## config.mk

```make
export PLATFORM = sky130hd
export DESIGN_NAME = rom_header_decoder_core
export DESIGN_NICKNAME = d
export VERILOG_FILES = /design/src/design/rhd_pkg.sv /design/src/design/rhd_collect.sv /design/src/design/rhd_decode.sv /design/src/design/rom_header_decoder_core.sv
export SDC_FILE = /design/constraint.sdc
export NUM_CORES = 1
export LEC_CHECK = 0
export BUFFER_PORTS_ARGS = -buffer_cell sky130_fd_sc_hd__buf_4
export CAP_MARGIN = 20
export CORE_ASPECT_RATIO = 1.75
export CORE_MARGIN = 5
export CORE_UTILIZATION = 25
export DETAILED_ROUTE_END_ITERATION = 8
export MAX_ROUTING_LAYER = met4
export SYNTH_ARGS = -nofsm -noshare
export SYNTH_HDL_FRONTEND = slang
export SYNTH_HIERARCHICAL = 1
export SYNTH_SLANG_ARGS = --single-unit
```

## constraint.sdc

```tcl
create_clock -name clk -period 13.48 [get_ports clk]
set_clock_uncertainty 0.05 [all_clocks]
set_input_delay 1.348 -clock clk [delete_from_list [all_inputs] [get_ports clk]]
set_output_delay 1.348 -clock clk [all_outputs]
set_load 0.03 [all_outputs]
```

## src/design/rhd_pkg.sv

```systemverilog
`timescale 1ns / 1ps

package rhd_pkg;

  localparam int HDR_BYTES = 16;
  localparam int POS_W     = $clog2(HDR_BYTES);

  localparam logic [POS_W-1:0] LAST_POS = POS_W'(HDR_BYTES - 1);

  // signature bytes
  localparam logic [7:0] SIG_0 = 8'h4E;
  localparam logic [7:0] SIG_1 = 8'h45;
  localparam logic [7:0] SIG_2 = 8'h53;
  localparam logic [7:0] SIG_3 = 8'h1A;

  // byte 7 version field
  localparam logic [7:0] VER_MASK = 8'h0C;
  localparam logic [7:0] VER_EXT  = 8'h08;

  localparam logic [3:0] EXP_FORM = 4'hF;

  localparam logic FMT_ARCHAIC  = 1'b0;
  localparam logic FMT_STANDARD = 1'b1;

  localparam logic [13:0] CHR_RAM_DEFAULT = 14'd8192;
  localparam logic [20:0] PRG_RAM_DEFAULT = 21'd8192;

  typedef logic [HDR_BYTES-1:0][7:0] header_t;

  typedef struct packed {
    logic valid;  // an item sits in the capture register
    logic emit;   // that item is byte 15 and completes a header
    logic fire;   // the item leaves the capture register this cycle
  } coll_ctl_t;

  typedef struct packed {
    logic        signature_ok;
    logic        format_kind;
    logic [21:0] prg_rom_bytes;
    logic [20:0] chr_rom_bytes;
    logic [13:0] chr_ram_bytes;
    logic [20:0] prg_ram_bytes;
    logic [7:0]  mapper_number;
    logic [3:0]  nametable_flags;
    logic        vs_system;
    logic        pal_tv;
    logic        size_consistent;
  } record_t;

endpackage

```

## src/design/rhd_collect.sv

```systemverilog
`timescale 1ns / 1ps

module rhd_collect import rhd_pkg::*; (
  input  logic             clk,
  input  logic             rst_n,
  input  logic             in_valid,
  output logic             in_ready,
  input  logic [7:0]       in_header_byte,
  input  logic             in_first_byte,
  input  logic             out_free,
  output coll_ctl_t        ctl,
  output header_t          hdr
);

  logic             valid_r, valid_nxt;
  logic [POS_W-1:0] bpos_r, bpos_nxt;
  logic [POS_W-1:0] pos_r;
  logic [7:0]       byte_r;
  logic [7:0]       store_r [HDR_BYTES-1];
  logic [POS_W-1:0] pos_in;
  logic             accept;

  assign ctl.valid = valid_r;
  assign ctl.emit  = valid_r && (pos_r == LAST_POS);
  assign ctl.fire  = valid_r && (!ctl.emit || out_free);
  assign in_ready  = !valid_r || ctl.fire;
  assign accept    = in_valid && in_ready;

  assign pos_in = in_first_byte ? '0 : bpos_r;

  always_comb begin
    valid_nxt = valid_r;
    bpos_nxt  = bpos_r;
    if (accept) begin
      valid_nxt = 1'b1;
      bpos_nxt  = pos_in + 1'b1;
    end else if (ctl.fire) begin
      valid_nxt = 1'b0;
    end
  end

  always_ff @(posedge clk) begin
    if (!rst_n) begin
      valid_r <= 1'b0;
      bpos_r  <= '0;
    end else begin
      valid_r <= valid_nxt;
      bpos_r  <= bpos_nxt;
    end
  end

  always_ff @(posedge clk) begin
    if (accept) begin
      pos_r  <= pos_in;
      byte_r <= in_header_byte;
    end
  end

  // byte 15 is never stored, it is read straight from the capture register
  always_ff @(posedge clk) begin
    if (ctl.fire && (pos_r != LAST_POS)) begin
      store_r[pos_r] <= byte_r;
    end
  end

  always_comb begin
    for (int i = 0; i < HDR_BYTES - 1; i++) begin
      hdr[i] = store_r[i];
    end
    hdr[HDR_BYTES-1] = byte_r;
  end

endmodule

```

## src/design/rhd_decode.sv

```systemverilog
`timescale 1ns / 1ps

module rhd_decode import rhd_pkg::*; (
  input  header_t     hdr,
  input  logic [31:0] rom_file_bytes,
  output record_t     rec
);

  typedef struct packed {
    logic        big;  // section alone exceeds any 32-bit image size
    logic [35:0] val;
  } sect_t;

  function automatic sect_t ext_section(input logic [7:0] lsb, input logic [3:0] msb,
                                        input logic is_prg);
    sect_t      s;
    logic [5:0] e;
    logic [2:0] m;
    e = lsb[7:2];
    m = {lsb[1:0], 1'b1};
    s.big = 1'b0;
    s.val = '0;
    if (msb == EXP_FORM) begin
      if (e > 6'd32) begin
        s.big = 1'b1;
      end else begin
        s.val = {33'd0, m} << e;
      end
    end else if (is_prg) begin
      s.val = {10'd0, msb, lsb, 14'd0};
    end else begin
      s.val = {11'd0, msb, lsb, 13'd0};
    end
    return s;
  endfunction

  sect_t       prg_ext, chr_ext;
  logic [36:0] ext_sum;
  logic        ext_match;
  logic        sig_ok;
  logic        archaic;
  logic [21:0] prg;
  logic [20:0] chr;
  logic [22:0] rom_sum;

  assign sig_ok = (hdr[0] == SIG_0) && (hdr[1] == SIG_1) &&
                  (hdr[2] == SIG_2) && (hdr[3] == SIG_3);

  assign prg_ext = ext_section(hdr[4], hdr[9][3:0], 1'b1);
  assign chr_ext = ext_section(hdr[5], hdr[9][7:4], 1'b0);
  assign ext_sum = {1'b0, prg_ext.val} + {1'b0, chr_ext.val} + 37'd16;

  assign ext_match = ((hdr[7] & VER_MASK) == VER_EXT) && !prg_ext.big && !chr_ext.big &&
                     (ext_sum <= {5'd0, rom_file_bytes});

  assign archaic = !ext_match &&
                   ((hdr[12] | hdr[13] | hdr[14] | hdr[15]) != 8'd0);

  assign prg     = {hdr[4], 14'd0};
  assign chr     = {hdr[5], 13'd0};
  assign rom_sum = {1'b0, prg} + {2'b0, chr} + 23'd16;

  always_comb begin
    rec = '0;
    if (sig_ok) begin
      rec.signature_ok    = 1'b1;
      rec.format_kind     = archaic ? FMT_ARCHAIC : FMT_STANDARD;
      rec.prg_rom_bytes   = prg;
      rec.chr_rom_bytes   = chr;
      rec.chr_ram_bytes   = (hdr[5] == 8'd0) ? CHR_RAM_DEFAULT : '0;
      rec.nametable_flags = hdr[6][3:0];
      rec.size_consistent = ({9'd0, rom_sum} == rom_file_bytes);
      if (archaic) begin
        rec.mapper_number = {4'd0, hdr[6][7:4]};
      end else begin
        rec.prg_ram_bytes = (hdr[8] == 8'd0) ? PRG_RAM_DEFAULT : {hdr[8], 13'd0};
        rec.mapper_number = {hdr[7][7:4], hdr[6][7:4]};
        rec.vs_system     = hdr[7][0];
        rec.pal_tv        = hdr[9][0];
      end
    end
  end

endmodule

```

## src/design/rom_header_decoder_core.sv

```systemverilog
`timescale 1ns / 1ps

// cartridge header decoder: header bytes arrive one per transaction on the in_
// channel, byte 0 flagged by in_first_byte, and one decoded record leaves on
// the out_ channel after byte 15 (other bytes give no output). a new byte can
// be taken every cycle; byte 15 reaches its record through the capture
// register and then the record register, with the whole decode
// in between. the record register frees the input side, so bytes keep flowing
// while a record waits, and only a second record meeting a full, stalled
// output register holds the input. cfg_rom_file_bytes (image size, reset 0) is
// written through the cfg_ channel, which is always ready, and should only
// change while no header is in flight. a record with a bad signature has
// every field zero.

module rom_header_decoder_core import rhd_pkg::*; (
  input  logic        clk,
  input  logic        rst_n,

  // configuration
  input  logic        cfg_valid,
  output logic        cfg_ready,
  input  logic [31:0] cfg_rom_file_bytes,

  // header byte stream
  input  logic        in_valid,
  output logic        in_ready,
  input  logic [7:0]  in_header_byte,
  input  logic        in_first_byte,

  // decoded record
  output logic        out_valid,
  input  logic        out_ready,
  output logic        out_signature_ok,
  output logic        out_format_kind,
  output logic [21:0] out_prg_rom_bytes,
  output logic [20:0] out_chr_rom_bytes,
  output logic [13:0] out_chr_ram_bytes,
  output logic [20:0] out_prg_ram_bytes,
  output logic [7:0]  out_mapper_number,
  output logic [3:0]  out_nametable_flags,
  output logic        out_vs_system,
  output logic        out_pal_tv,
  output logic        out_size_consistent
);

  logic [31:0] rom_bytes_r;
  logic        out_valid_r, out_valid_nxt;
  record_t     rec_r;
  record_t     rec;
  header_t     hdr;
  coll_ctl_t   ctl;
  logic        out_free;
  logic        load;

  // image size register, written whenever a cfg transaction completes
  assign cfg_ready = 1'b1;

  always_ff @(posedge clk) begin
    if (!rst_n) begin
      rom_bytes_r <= '0;
    end else if (cfg_valid && cfg_ready) begin
      rom_bytes_r <= cfg_rom_file_bytes;
    end
  end

  // record register can take a new record when empty or being drained
  assign out_free = !out_valid_r || out_ready;

  rhd_collect u_collect (
    .clk            (clk),
    .rst_n          (rst_n),
    .in_valid       (in_valid),
    .in_ready       (in_ready),
    .in_header_byte (in_header_byte),
    .in_first_byte  (in_first_byte),
    .out_free       (out_free),
    .ctl            (ctl),
    .hdr            (hdr)
  );

  rhd_decode u_decode (
    .hdr            (hdr),
    .rom_file_bytes (rom_bytes_r),
    .rec            (rec)
  );

  // a completed header moves into the record register
  assign load = ctl.fire && ctl.emit;

  always_comb begin
    out_valid_nxt = out_valid_r;
    if (load) begin
      out_valid_nxt = 1'b1;
    end else if (out_ready) begin
      out_valid_nxt = 1'b0;
    end
  end

  always_ff @(posedge clk) begin
    if (!rst_n) begin
      out_valid_r <= 1'b0;
    end else begin
      out_valid_r <= out_valid_nxt;
    end
  end

  always_ff @(posedge clk) begin
    if (load) begin
      rec_r <= rec;
    end
  end

  assign out_valid           = out_valid_r;
  assign out_signature_ok    = rec_r.signature_ok;
  assign out_format_kind     = rec_r.format_kind;
  assign out_prg_rom_bytes   = rec_r.prg_rom_bytes;
  assign out_chr_rom_bytes   = rec_r.chr_rom_bytes;
  assign out_chr_ram_bytes   = rec_r.chr_ram_bytes;
  assign out_prg_ram_bytes   = rec_r.prg_ram_bytes;
  assign out_mapper_number   = rec_r.mapper_number;
  assign out_nametable_flags = rec_r.nametable_flags;
  assign out_vs_system       = rec_r.vs_system;
  assign out_pal_tv          = rec_r.pal_tv;
  assign out_size_consistent = rec_r.size_consistent;

endmodule

```

Word level (Yosys, flattened, before mapping)
Memories as Yosys holds them, arrays and structs flattened.
Index checks and enable logic that the tools add are counted.
{ "op_classes": {"n_addsub": 5, "order_cmp": 3, "n_eq_ne": 10, "shift": 2, "n_mux": 22, "bitwise_logic": 4, "reduce_logical": 28} }
{ "op_table": {"columns": ["op", "n"], "rows": [
  ["$mux W36", 4],
  ["$mux W95", 1],
  ["$shl A3 B6 Y36", 2],
  ["$mux W21", 2],
  ["$add A36 B36 Y37", 1],
  ["$add A37 B5 Y37 const B", 1],
  ["$le A37 B32 Y1", 1],
  ["$eq A23 B32 Y1", 1],
  ["$eq A8 B7 Y1 const B", 3],
  ["$or A8 B8 Y8", 3],
  ["$add A22 B21 Y23", 1],
  ["$add A23 B5 Y23 const B", 1],
  ["$logic_not A8 Y1", 2],
  ["$mux W14", 1],
  ["$eq A4 B4 Y1 const B", 3],
  ["$gt A6 B6 Y1 const B", 2],
  ["$logic_and A1 B1 Y1", 12],
  ["$mux W1", 11],
  ["$eq A8 B5 Y1 const B", 1],
  ["$mux W8", 1],
  ["$reduce_bool A8 Y1", 1],
  ["$logic_not A1 Y1", 6],
  ["$add A4 B1 Y4 const B", 1],
  ["$mux W4", 1],
  ["8 further kinds", 11]
]} }
{ "totals": {"register_bits": 145, "mem_bits_rw": 120, "in_bits": 46, "out_inout_bits": 98, "n_memories": 1} }
{ "mem_list": {"columns": ["memory", "words", "word_bits", "read_ports", "rd_ports_with_merged_regs", "wr", "line", "source"], "rows": [
  ["u_collect.store_r", 15, 8, 13, 0, 1, "rhd_collect.sv:19", "logic [7:0] store_r [HDR_BYTES-1];"]
]} }

Logic depth before layout (Yosys ltp)
Gate-level depths: netlist of the first run.
An unclocked memory read counts as a cell.
{ "depth": {"ltp_word": 12, "ltp_mapped": 30, "mapped_depth_nobuf": 28} }

Modules after synthesis
The synthesis of the first run kept the hierarchy.
{ "by_module_without_submodules": {"columns": ["module", "instances", "cells_per_inst", "area_per_inst_um2"], "rows": [
  ["rhd_decode", 1, 814, 5590.4],
  ["rhd_collect", 1, 193, 4404.2],
  ["rom_header_decoder_core", 1, 205, 4149.0]
]} }

Worst setup path before layout of the first run
No wires, ideal clock.
{ "synth_path": {"kind": "flip-flop to flip-flop", "start": "mem u_collect.store_r[5][4]", "end": "reg rec_r (netlist bit out_prg_ram_bytes[14]) (data pin)", "arrival_ns": 5.375, "required_time_ns": 13.295, "path_slack_ns": 7.920, "stages_incl_launch_ff": 27, "n_path_buf": 2, "period_less_slack_ns": 5.560, "cell_sequence": "edfxtp_1 > clkbuf_1 > inv_1 > o21a_1 > o22a_1 > or3_1 > ha_1 > inv_1 > ha_1 > o211a_1 > a211oi_1 > o21a_1 > o21ba_2 > o311a_1 > o31ai_1 > xor2_1 > ha_1 > a21o_1 > a21o_1 > a221oi_1 > o21ai_0 > o21ai_0 > nand4_1 > a2111oi_4 > a41oi_2 > buf_6 > nor2b_2"} }
{ "synth_lines": {"columns": ["element", "line", "source"], "rows": [
  ["start: declaration", "rhd_collect.sv:19", null],
  ["end signal: assignment", "rom_header_decoder_core.sv:109", "rec_r <= rec;"],
  ["end: declaration", "rom_header_decoder_core.sv:48", "record_t rec_r;"]
]} }

==> impl_metrics.xml, run 1 <==
<?xml version="1.0" encoding="UTF-8"?>
<metrics>
  <group name="grt">
    <metric name="globalRouteTotalUtil" unit="%">13.5</metric>
    <metric name="grt_overflow" unit="">0</metric>
    <metric name="first_global_vias" unit="">9679</metric>
    <metric name="antenna_found_initial" unit="">0</metric>
    <metric name="largest_net_degree_at_the_start_of_global_routing" unit="">79</metric>
    <metric name="grt_pass1_wl" unit="µm">60300</metric>
  </group>
  <group name="pwr">
    <metric name="internal_power" unit="mW">1.37</metric>
    <metric name="max-vdd-ir-drop" unit="V">0.0000974</metric>
    <metric name="clkPwrFrac" unit="%">46.2</metric>
    <metric name="power_density" unit="nW/µm²">107</metric>
    <metric name="comb_power_share" unit="%">4.4</metric>
    <metric name="p_leak" unit="nW">6.33</metric>
    <metric name="netSwitchingPower" unit="mW">0.362</metric>
    <metric name="switching_share" unit="%">20.9</metric>
    <metric name="power" unit="mW">1.73</metric>
    <metric name="seqPwrFrac" unit="%">49.4</metric>
  </group>
  <group name="run">
    <metric name="drv.max_cap_violation_count" unit="">0</metric>
  </group>
  <group name="worst_setup_path">
    <metric name="timing.setup.critical_path_class" unit="">reg -&gt; reg</metric>
    <metric name="timing.critical_path.slowest_cell_delay" unit="ps">750</metric>
    <metric name="worstPathRequired" unit="ps">13730</metric>
    <metric name="setup.worst_path.start_class" unit="">register</metric>
    <metric name="crit_arrival" unit="ps">7550</metric>
    <metric name="timing.critical_path.to_type" unit="">register</metric>
    <metric name="cp_max_fo" unit="">18</metric>
    <metric name="reg2reg_setup_slack" unit="ps">6180</metric>
    <metric name="crit_path_cell_trace" unit="">nand4_1 &gt; or3_1 &gt; nor4_1 &gt; ha_1 &gt; ha_1 &gt; nor2b_1 &gt; o31ai_2 &gt; a21oi_1 &gt; o21ai_1 &gt; o21ai_0 &gt; xor2_1 &gt; ha_1 &gt; nand4_1 &gt; nor4_1 &gt; nand2_1 &gt; o211ai_1 &gt; o211ai_1 &gt; nand4_1 &gt; a2111oi_4 &gt; a41oi_2 &gt; and2b_1</metric>
    <metric name="worst_path_max_delay_cell" unit="">a41oi_2</metric>
  </group>
  <group name="die">
    <metric name="fp-row-count" unit="">113</metric>
    <metric name="initial_utilization" unit="%">25.1</metric>
    <metric name="floorplan.die.width" unit="µm">186</metric>
    <metric name="floorplan.core_area" unit="µm²">54200</metric>
    <metric name="dieArea" unit="µm²">59400</metric>
    <metric name="die_y" unit="µm">319</metric>
    <metric name="pin_count" unit="">144</metric>
  </group>
  <group name="route">
    <metric name="firstDrtPassIters" unit="">7</metric>
    <metric name="wl_per_cell" unit="µm">20.0</metric>
    <metric name="initialDrtViolationCount" unit="">569</metric>
    <metric name="count_of_vias_placed_by_the_detailed_router" unit="">9452</metric>
    <metric name="ant_nets" unit="">0</metric>
    <metric name="via_per_inst" unit="">4.64</metric>
    <metric name="routed_wl" unit="µm">40700</metric>
    <metric name="drc_errors" unit="">0</metric>
  </group>
  <group name="timing">
    <metric name="hold_viol_final" unit="">0</metric>
    <metric name="setup_total_negative_slack" unit="ps">0</metric>
    <metric name="worst_case_hold_slack" unit="ps">422</metric>
    <metric name="slew_viol_final" unit="">0</metric>
    <metric name="timing.final.crit_period" unit="ps">7300</metric>
    <metric name="timing.final.crit_share" unit="%">54.1</metric>
    <metric name="tightestPinTransition" unit="ps">1010</metric>
    <metric name="setup_viol_count_final" unit="">0</metric>
    <metric name="unrepaired_setup_endpoints_after_global_routing" unit="">false</metric>
    <metric name="worst_slew_margin_rel" unit="%">32.5</metric>
    <metric name="max_freq" unit="MHz">137</metric>
  </group>
  <group name="placement">
    <metric name="gp_routability_congestion" unit="">1.05</metric>
    <metric name="dp_cells" unit="">1992</metric>
    <metric name="half_perimeter_wire_length_after_placement" unit="µm">32000</metric>
    <metric name="postPlaceCellArea" unit="µm²">15200</metric>
    <metric name="io_buffer_count" unit="">142</metric>
  </group>
  <group name="cts">
    <metric name="worst_skew_pair.late_latency" unit="ps">560</metric>
    <metric name="post_cts_resized" unit="">0</metric>
    <metric name="clkTransAtPathRegs" unit="ps">70</metric>
    <metric name="ctsHoldBuffers" unit="">0</metric>
    <metric name="cts.sink_count" unit="">248</metric>
    <metric name="htreeDepth" unit="">1</metric>
    <metric name="cts.repair_timing.setup_buffer_count" unit="">0</metric>
    <metric name="cts.path.max_buffers" unit="">3</metric>
    <metric name="clk_root_buffer_cell" unit="">clkbuf_16</metric>
    <metric name="cts_made_buffers" unit="">25</metric>
    <metric name="cts_tree" unit="">done</metric>
  </group>
  <group name="yosys">
    <metric name="synth.cell_area" unit="µm²">13600</metric>
    <metric name="avg_inst_size_synth" unit="µm²">11.4</metric>
    <metric name="yosysWarnings" unit="">6</metric>
    <metric name="postSynthCellCount" unit="">1192</metric>
  </group>
  <group name="layout">
    <metric name="final_area" unit="µm²">16200</metric>
    <metric name="finish.net_count" unit="">1491</metric>
    <metric name="synthToLayoutAreaGrowth" unit="%">18.6</metric>
    <metric name="finish.cell_count_without_fillers" unit="">2039</metric>
    <metric name="antennaDiodeCount" unit="">0</metric>
    <metric name="seqCellArea" unit="µm²">7070</metric>
    <metric name="fillers" unit="">5568</metric>
    <metric name="drive_gt1_share" unit="%">16.5</metric>
    <metric name="multi_input_comb_area" unit="µm²">5920</metric>
  </group>
  <group name="worst_hold_path">
    <metric name="hold_path.class" unit="">reg -&gt; reg</metric>
  </group>
  <group name="run_status">
    <metric name="status" unit="">finished, final reports clean</metric>
  </group>
</metrics>
-- layout make-up --
cell class / count / area share (%)
inverters: 55 / 1.29
flip-flops and latches: 248 / 43.7
clock inverters: 19 / 1.98
multi-input cells: 849 / 36.7
well taps: 690 / 5.34
repair buffers: 153 / 7.11
clock buffers: 25 / 3.87
-- registers in the layout, summed over array words and instances, names as in the netlist, 4 cells and up --
| name | cells |
|---|---|
| u_collect/store_r | 103 |
| out_prg_rom_bytes | 22 |
| out_chr_rom_bytes | 21 |
| out_mapper_number | 8 |
| rom_bytes_r | 32 |
| u_collect/pos_r | 4 |
| u_collect/byte_r | 8 |
| u_collect/bpos_r | 4 |
| out_nametable_flags | 4 |
| out_prg_ram_bytes | 21 |
| out_chr_ram_bytes | 14 |
-- cell usage in the layout, fill, tap and decap left out, types with 15 or more instances in the layout --
cell	n
buf_4	150
and2_1	24
ha_1	111
conb_1	56
nor2b_1	46
a21o_1	32
a21oi_1	54
inv_1	53
mux2i_1	36
clkbuf_16	25
dfxtp_1	38
nor3_1	32
xor2_1	15
nand2_1	74
nand4_1	23
edfxtp_1	210
nor2_1	82
nor4_1	24
nand3_1	17
o21ai_0	39
xnor2_1	32
-- critical path: cells and delay by family, from the launching register on --
| family | cells | cell delay, ps |
|---|---|---|
| fa+ha+maj | 3 | 1000 |
| flops | 1 | 390 |
| compound gates | 8 | 2410 |
| xor+xnor | 1 | 170 |
| simple gates | 9 | 3010 |
-- worst paths after layout --
| check | from | to | cells past startpoint |
|---|---|---|---|
| setup / recovery | u_collect/store_r[9][0] | out_mapper_number[5] | 21 |
| hold / removal | u_collect/bpos_r[1] | u_collect/bpos_r[1] | 2 |
| setup reg to reg | u_collect/store_r[9][0] | out_mapper_number[5] | 21 |
| hold reg to reg | u_collect/bpos_r[1] | u_collect/bpos_r[1] | 2 |
-- power groups by stage --
stage / logic (mW) / registers, mW / clock network, mW
2_1_floorplan: 0.0580 / 0.869 / 0
6_report: 0.0756 / 0.857 / 0.802
3_3_place_gp: 0.0748 / 0.873 / 0
5_1_grt: 0.0853 / 0.858 / 0.858
4_1_cts: 0.0764 / 0.857 / 0.827
3_5_place_dp: 0.0760 / 0.874 / 0
-- through the flow --
stage	utilization (%)	setup slack, ps
6_report	29.8	6180
5_1_grt	29.8	5550
4_1_cts	29.8	6150
3_5_place_dp	28.0	6200
3_3_place_gp	28.0	6310
2_1_floorplan	-	7920
-- layer usage --
| metal | global-route usage, % | part of all wire, % | vias up |
|---|---|---|---|
| met2 | 26.0 | 56 | 288 |
| met5 | - | 0 | - |
| met4 | 7.26 | 6.6 | 0 |
| met1 | 13.0 | 34 | 4506 |
| met3 | 1.52 | 3.4 | 103 |
| li1 | - | - | 4555 |
No activity file was read; power rests on OpenSTA's default activity.
==> inputs of run 2 (changes only) <==
- clock period: 13.48 -> 7.6 ns (I/O delays scaled with it)
==> impl_metrics.xml, run 2 (synthesis results as in run 1) <==
<?xml version="1.0" encoding="UTF-8"?>
<metrics>
  <group name="worst_setup_path">
    <metric name="setup.worst_path.start_class" unit="">register</metric>
    <metric name="crit_path_cell_trace" unit="">nand4_1 &gt; buf_4 &gt; nor2_1 &gt; and2_0 &gt; nand2_1 &gt; o21ai_0 &gt; ha_1 &gt; ha_1 &gt; a21oi_1 &gt; o21ai_0 &gt; nand3_1 &gt; o21ai_0 &gt; a211oi_1 &gt; o21bai_1 &gt; xnor2_1 &gt; ha_1 &gt; a21o_1 &gt; a221oi_1 &gt; o21ai_0 &gt; o21ai_0 &gt; nand4_1 &gt; a2111oi_4 &gt; a41oi_2 &gt; and2b_1</metric>
    <metric name="crit_arrival" unit="ps">7220</metric>
    <metric name="worstPathRequired" unit="ps">7950</metric>
    <metric name="timing.setup.critical_path_class" unit="">reg -&gt; reg</metric>
    <metric name="worst_path_max_delay_cell" unit="">a211oi_1</metric>
    <metric name="timing.critical_path.to_type" unit="">register</metric>
    <metric name="path_common_cell" unit="">o21ai_0</metric>
    <metric name="timing.critical_path.slowest_cell_delay" unit="ps">560</metric>
    <metric name="cp_max_fo" unit="">15</metric>
  </group>
  <group name="timing">
    <metric name="hold_viol_final" unit="">0</metric>
    <metric name="timing.final.crit_period" unit="ps">6870</metric>
    <metric name="worst_slew_margin_rel" unit="%">33.5</metric>
    <metric name="unrepaired_setup_endpoints_after_global_routing" unit="">false</metric>
    <metric name="setup_total_negative_slack" unit="ps">0</metric>
    <metric name="slew_viol_final" unit="">0</metric>
    <metric name="worst_case_hold_slack" unit="ps">341</metric>
    <metric name="setup_viol_count_final" unit="">0</metric>
    <metric name="timing.final.crit_share" unit="%">90.4</metric>
    <metric name="tightestPinTransition" unit="ps">997</metric>
    <metric name="max_freq" unit="MHz">146</metric>
  </group>
  <group name="grt">
    <metric name="grt_overflow" unit="">0</metric>
    <metric name="first_global_vias" unit="">9666</metric>
    <metric name="globalRouteTotalUtil" unit="%">13.4</metric>
    <metric name="largest_net_degree_at_the_start_of_global_routing" unit="">79</metric>
    <metric name="grt_pass1_wl" unit="µm">59600</metric>
    <metric name="antenna_found_initial" unit="">0</metric>
  </group>
  <group name="die">
    <metric name="pin_count" unit="">144</metric>
    <metric name="fp-row-count" unit="">113</metric>
    <metric name="die_y" unit="µm">319</metric>
    <metric name="initial_utilization" unit="%">25.1</metric>
    <metric name="floorplan.core_area" unit="µm²">54200</metric>
    <metric name="dieArea" unit="µm²">59400</metric>
    <metric name="floorplan.die.width" unit="µm">186</metric>
  </group>
  <group name="route">
    <metric name="count_of_vias_placed_by_the_detailed_router" unit="">9447</metric>
    <metric name="wl_per_cell" unit="µm">19.7</metric>
    <metric name="initialDrtViolationCount" unit="">521</metric>
    <metric name="via_per_inst" unit="">4.61</metric>
    <metric name="routed_wl" unit="µm">40300</metric>
    <metric name="ant_nets" unit="">0</metric>
    <metric name="firstDrtPassIters" unit="">7</metric>
    <metric name="drc_errors" unit="">0</metric>
  </group>
  <group name="placement">
    <metric name="half_perimeter_wire_length_after_placement" unit="µm">31500</metric>
    <metric name="gp_routability_congestion" unit="">1.04</metric>
    <metric name="io_buffer_count" unit="">142</metric>
  </group>
  <group name="pwr">
    <metric name="power_density" unit="nW/µm²">179</metric>
    <metric name="p_leak" unit="nW">6.29</metric>
    <metric name="max-vdd-ir-drop" unit="V">0.000160</metric>
    <metric name="power" unit="mW">2.88</metric>
  </group>
  <group name="run">
    <metric name="drv.max_cap_violation_count" unit="">0</metric>
  </group>
  <group name="cts">
    <metric name="ctsHoldBuffers" unit="">0</metric>
    <metric name="cts.sink_count" unit="">248</metric>
    <metric name="clkTransAtPathRegs" unit="ps">70</metric>
    <metric name="worst_skew_pair.late_latency" unit="ps">540</metric>
    <metric name="htreeDepth" unit="">1</metric>
    <metric name="cts_tree" unit="">done</metric>
    <metric name="cts_made_buffers" unit="">25</metric>
    <metric name="cts.repair_timing.setup_buffer_count" unit="">0</metric>
    <metric name="post_cts_resized" unit="">0</metric>
    <metric name="cts.path.max_buffers" unit="">3</metric>
    <metric name="clk_root_buffer_cell" unit="">clkbuf_16</metric>
  </group>
  <group name="layout">
    <metric name="finish.utilization" unit="%">29.7</metric>
    <metric name="drive_gt1_share" unit="%">16.8</metric>
    <metric name="flip_flop_count_of_the_largest_register_all_copies_and_words_added" unit="">103</metric>
    <metric name="register_bank_with_the_most_flops" unit="">u_collect/store_r</metric>
    <metric name="antennaDiodeCount" unit="">0</metric>
    <metric name="most-common-layout-cells" unit="">edfxtp_1, buf_4, ha_1</metric>
    <metric name="synthToLayoutAreaGrowth" unit="%">18.1</metric>
    <metric name="mostFrequentLayoutCell" unit="">edfxtp_1</metric>
    <metric name="finish.net_count" unit="">1500</metric>
  </group>
  <group name="run_status">
    <metric name="status" unit="">finished, final reports clean</metric>
  </group>
  <group name="worst_hold_path">
    <metric name="hold_path.class" unit="">in -&gt; reg</metric>
  </group>
</metrics>
## run 2: cell count changes in the layout (fill, tap and decap cells not counted), moves of 2 or more
cell and change:
buf_4 +9, bufinv_16 -5, clkinv_1 +2, clkinvlp_4 +3
## run 2: cell type report
class                           instances  area (µm²)
Inverter                               55         209
Tap cell                              690         863
Sequential cell                       248        7070
Fill cell                            5559       38100
Timing Repair Buffer                  162        1210
Multi-Input combinational cell        849        5920
Clock inverter                         18         180
Clock buffer                           26         629
## run 2: metrics by stage
stage          instance area [µm²]  cells  setup slack, ps
5_1_grt                      16100   2048              238
6_report                     16100   2048              732
4_1_cts                      16100   2045              770
3_3_place_gp                 15300   2001              816
2_1_floorplan                13800   1246             2040
3_5_place_dp                 15300   2001              825
## run 2: critical path: cells and delay by family, from the launching register on
family          cells  cell delay (ps)
xor+xnor            1              160
flops               1              440
compound gates     12             2860
fa+ha+maj           3              990
simple gates        7             1880
buf+inv             1              330
## run 2: worst paths after layout
path | slack [ps] | cells past startpoint | to | startpoint
worst max-delay path | 730 | 24 | out_vs_system | u_collect/store_r[9][0]
worst min-delay path | 340 | 1 | u_collect/byte_r[0] | in_header_byte[0]
worst max register to register | 730 | 24 | out_vs_system | u_collect/store_r[9][0]
worst min register to register | 420 | 2 | u_collect/bpos_r[1] | u_collect/bpos_r[1]
## run 2: where the power goes
part	switching, mW	internal [mW]
Sequential	0.0239	1.50
Combinational	0.0761	0.0591
Clock	0.524	0.705
Total	0.624	2.26
## run 2: per-layer routing
metal | track usage [%] | vias up | share of wire (%)
met5 | - | - | 0
met3 | 1.48 | 95 | 3.3
met1 | 13.2 | 4517 | 35
li1 | - | 4577 | -
met2 | 25.5 | 258 | 56
met4 | 6.95 | 0 | 6.0
==> inputs of run 3 (changes only) <==
- CTS_BUF_LIST: unset -> sky130_fd_sc_hd__clkbuf_8
==> impl_metrics.xml, run 3 (synthesis results as in run 1) <==
<?xml version="1.0" encoding="UTF-8"?>
<metrics>
  <group name="timing">
    <metric name="setup_total_negative_slack" unit="ps">0</metric>
    <metric name="timing.final.crit_share" unit="%">89.9</metric>
    <metric name="unrepaired_setup_endpoints_after_global_routing" unit="">false</metric>
    <metric name="tightestPinTransition" unit="ps">992</metric>
    <metric name="hold_viol_final" unit="">0</metric>
    <metric name="slew_viol_final" unit="">0</metric>
    <metric name="setup_viol_count_final" unit="">0</metric>
    <metric name="max_freq" unit="MHz">146</metric>
    <metric name="worst_slew_margin_rel" unit="%">33.0</metric>
    <metric name="timing.final.crit_period" unit="ps">6830</metric>
  </group>
  <group name="layout">
    <metric name="fillers" unit="">5609</metric>
    <metric name="flip_flop_count_of_the_largest_register_all_copies_and_words_added" unit="">103</metric>
    <metric name="synthToLayoutAreaGrowth" unit="%">17.9</metric>
    <metric name="final_area" unit="µm²">16000</metric>
    <metric name="finish.net_count" unit="">1515</metric>
    <metric name="drive_gt1_share" unit="%">17.5</metric>
    <metric name="seqCellArea" unit="µm²">7070</metric>
    <metric name="multi_input_comb_area" unit="µm²">5920</metric>
    <metric name="register_bank_with_the_most_flops" unit="">u_collect/store_r</metric>
    <metric name="mostFrequentLayoutCell" unit="">edfxtp_1</metric>
    <metric name="most-common-layout-cells" unit="">edfxtp_1, buf_4, ha_1</metric>
  </group>
  <group name="worst_setup_path">
    <metric name="path_common_cell" unit="">o21ai_0</metric>
    <metric name="worst_path_max_delay_cell" unit="">a211oi_1</metric>
    <metric name="cp_max_fo" unit="">15</metric>
    <metric name="critical_path.top_delay_family" unit="">compound AO/OA/AOI/OAI gates</metric>
    <metric name="worstPathRequired" unit="ps">7990</metric>
    <metric name="timing.critical_path.to_type" unit="">register</metric>
    <metric name="timing.critical_path.slowest_cell_delay" unit="ps">560</metric>
    <metric name="setup.worst_path.start_class" unit="">register</metric>
    <metric name="crit_path_cell_trace" unit="">nand4_1 &gt; buf_4 &gt; nor2_1 &gt; and2_0 &gt; nand2_1 &gt; o21ai_0 &gt; ha_1 &gt; ha_1 &gt; a21oi_1 &gt; o21ai_0 &gt; nand3_1 &gt; o21ai_0 &gt; a211oi_1 &gt; o21bai_1 &gt; xnor2_1 &gt; ha_1 &gt; a21o_1 &gt; a221oi_1 &gt; o21ai_0 &gt; o21ai_0 &gt; nand4_1 &gt; a2111oi_4 &gt; a41oi_2 &gt; and2b_1</metric>
    <metric name="timing.setup.critical_path_class" unit="">reg -&gt; reg</metric>
    <metric name="crit_arrival" unit="ps">7220</metric>
    <metric name="path_buf_inv" unit="">1</metric>
  </group>
  <group name="pwr">
    <metric name="clkPwrFrac" unit="%">40.8</metric>
    <metric name="max-vdd-ir-drop" unit="V">0.000104</metric>
    <metric name="internal_power" unit="mW">2.15</metric>
    <metric name="p_leak" unit="nW">6.34</metric>
    <metric name="power_density" unit="nW/µm²">174</metric>
    <metric name="switching_share" unit="%">23.0</metric>
    <metric name="comb_power_share" unit="%">4.8</metric>
    <metric name="power" unit="mW">2.80</metric>
    <metric name="netSwitchingPower" unit="mW">0.643</metric>
    <metric name="seqPwrFrac" unit="%">54.3</metric>
  </group>
  <group name="die">
    <metric name="pin_count" unit="">144</metric>
    <metric name="die_y" unit="µm">319</metric>
    <metric name="dieArea" unit="µm²">59400</metric>
    <metric name="floorplan.die.width" unit="µm">186</metric>
    <metric name="initial_utilization" unit="%">25.1</metric>
    <metric name="fp-row-count" unit="">113</metric>
    <metric name="floorplan.core_area" unit="µm²">54200</metric>
  </group>
  <group name="cts">
    <metric name="cts_made_buffers" unit="">40</metric>
    <metric name="ctsHoldBuffers" unit="">0</metric>
    <metric name="post_cts_resized" unit="">0</metric>
    <metric name="clk_root_buffer_cell" unit="">clkbuf_8</metric>
    <metric name="worst_skew_pair.late_latency" unit="ps">570</metric>
    <metric name="clkTransAtPathRegs" unit="ps">60</metric>
    <metric name="htreeDepth" unit="">2</metric>
    <metric name="cts.sink_count" unit="">248</metric>
    <metric name="cts.repair_timing.setup_buffer_count" unit="">0</metric>
    <metric name="cts_tree" unit="">done</metric>
    <metric name="cts.path.max_buffers" unit="">3</metric>
  </group>
  <group name="route">
    <metric name="wl_per_cell" unit="µm">19.6</metric>
    <metric name="count_of_vias_placed_by_the_detailed_router" unit="">9617</metric>
    <metric name="via_per_inst" unit="">4.63</metric>
    <metric name="drc_errors" unit="">0</metric>
    <metric name="routed_wl" unit="µm">40600</metric>
    <metric name="ant_nets" unit="">0</metric>
    <metric name="firstDrtPassIters" unit="">5</metric>
    <metric name="initialDrtViolationCount" unit="">516</metric>
  </group>
  <group name="worst_hold_path">
    <metric name="hold_path.class" unit="">in -&gt; reg</metric>
  </group>
  <group name="placement">
    <metric name="gp_routability_congestion" unit="">1.04</metric>
    <metric name="io_buffer_count" unit="">142</metric>
    <metric name="half_perimeter_wire_length_after_placement" unit="µm">31500</metric>
    <metric name="postPlaceCellArea" unit="µm²">15300</metric>
  </group>
  <group name="grt">
    <metric name="largest_net_degree_at_the_start_of_global_routing" unit="">79</metric>
    <metric name="first_global_vias" unit="">9853</metric>
    <metric name="grt_pass1_wl" unit="µm">60100</metric>
    <metric name="antenna_found_initial" unit="">1</metric>
    <metric name="grt_overflow" unit="">0</metric>
    <metric name="globalRouteTotalUtil" unit="%">13.5</metric>
  </group>
  <group name="run_status">
    <metric name="status" unit="">finished, final reports clean</metric>
  </group>
  <group name="run">
    <metric name="drv.max_cap_violation_count" unit="">0</metric>
  </group>
</metrics>
run 3: final timing paths:
path / startpoint / end / slack (ps) / depth (start not counted)
setup / recovery: u_collect/store_r[9][0] / out_vs_system / 770 / 24
hold / removal: in_header_byte[4] / u_collect/byte_r[4] / 330 / 1
setup reg to reg: u_collect/store_r[9][0] / out_vs_system / 770 / 24
hold reg to reg: u_collect/bpos_r[1] / u_collect/bpos_r[1] / 420 / 2
run 3: routing by layer:
layer	vias to the layer above	global-route usage, %	routed length [µm]
li1	4610	-	-
met1	4610	13.1	14100
met2	289	25.5	22600
met3	108	1.77	1480
met4	0	7.46	2440
met5	-	-	0
run 3: area by class of cell:
class / count / share of cell area, %
Tap cell: 690 / 5.38
Timing Repair Buffer: 162 / 7.56
Clock inverter: 30 / 1.37
Sequential cell: 248 / 44.0
Inverter: 55 / 1.30
Clock buffer: 40 / 3.43
Multi-Input combinational cell: 849 / 36.9
Antenna cell: 1 / 0.0156
run 3: stage by stage:
| step | instances | util [%] | hold slack, ps | setup slack, ps |
|---|---|---|---|---|
| floorplan | 1246 | - | 394 | 2040 |
| global placement | 2001 | 28.2 | 409 | 816 |
| detailed placement | 2001 | 28.2 | 414 | 825 |
| CTS | 2071 | 29.6 | 274 | 755 |
| global route | 2075 | 29.6 | 284 | 226 |
| finish | 2075 | 29.6 | 329 | 770 |
run 3: power by group through the flow:
| stage | logic [mW] | registers (mW) | clock network [mW] |
|---|---|---|---|
| CTS | 0.136 | 1.52 | 1.20 |
| finish | 0.135 | 1.52 | 1.14 |
| global route | 0.151 | 1.52 | 1.25 |
| global placement | 0.134 | 1.55 | 0 |
| detailed placement | 0.136 | 1.55 | 0 |
| floorplan | 0.103 | 1.54 | 0 |
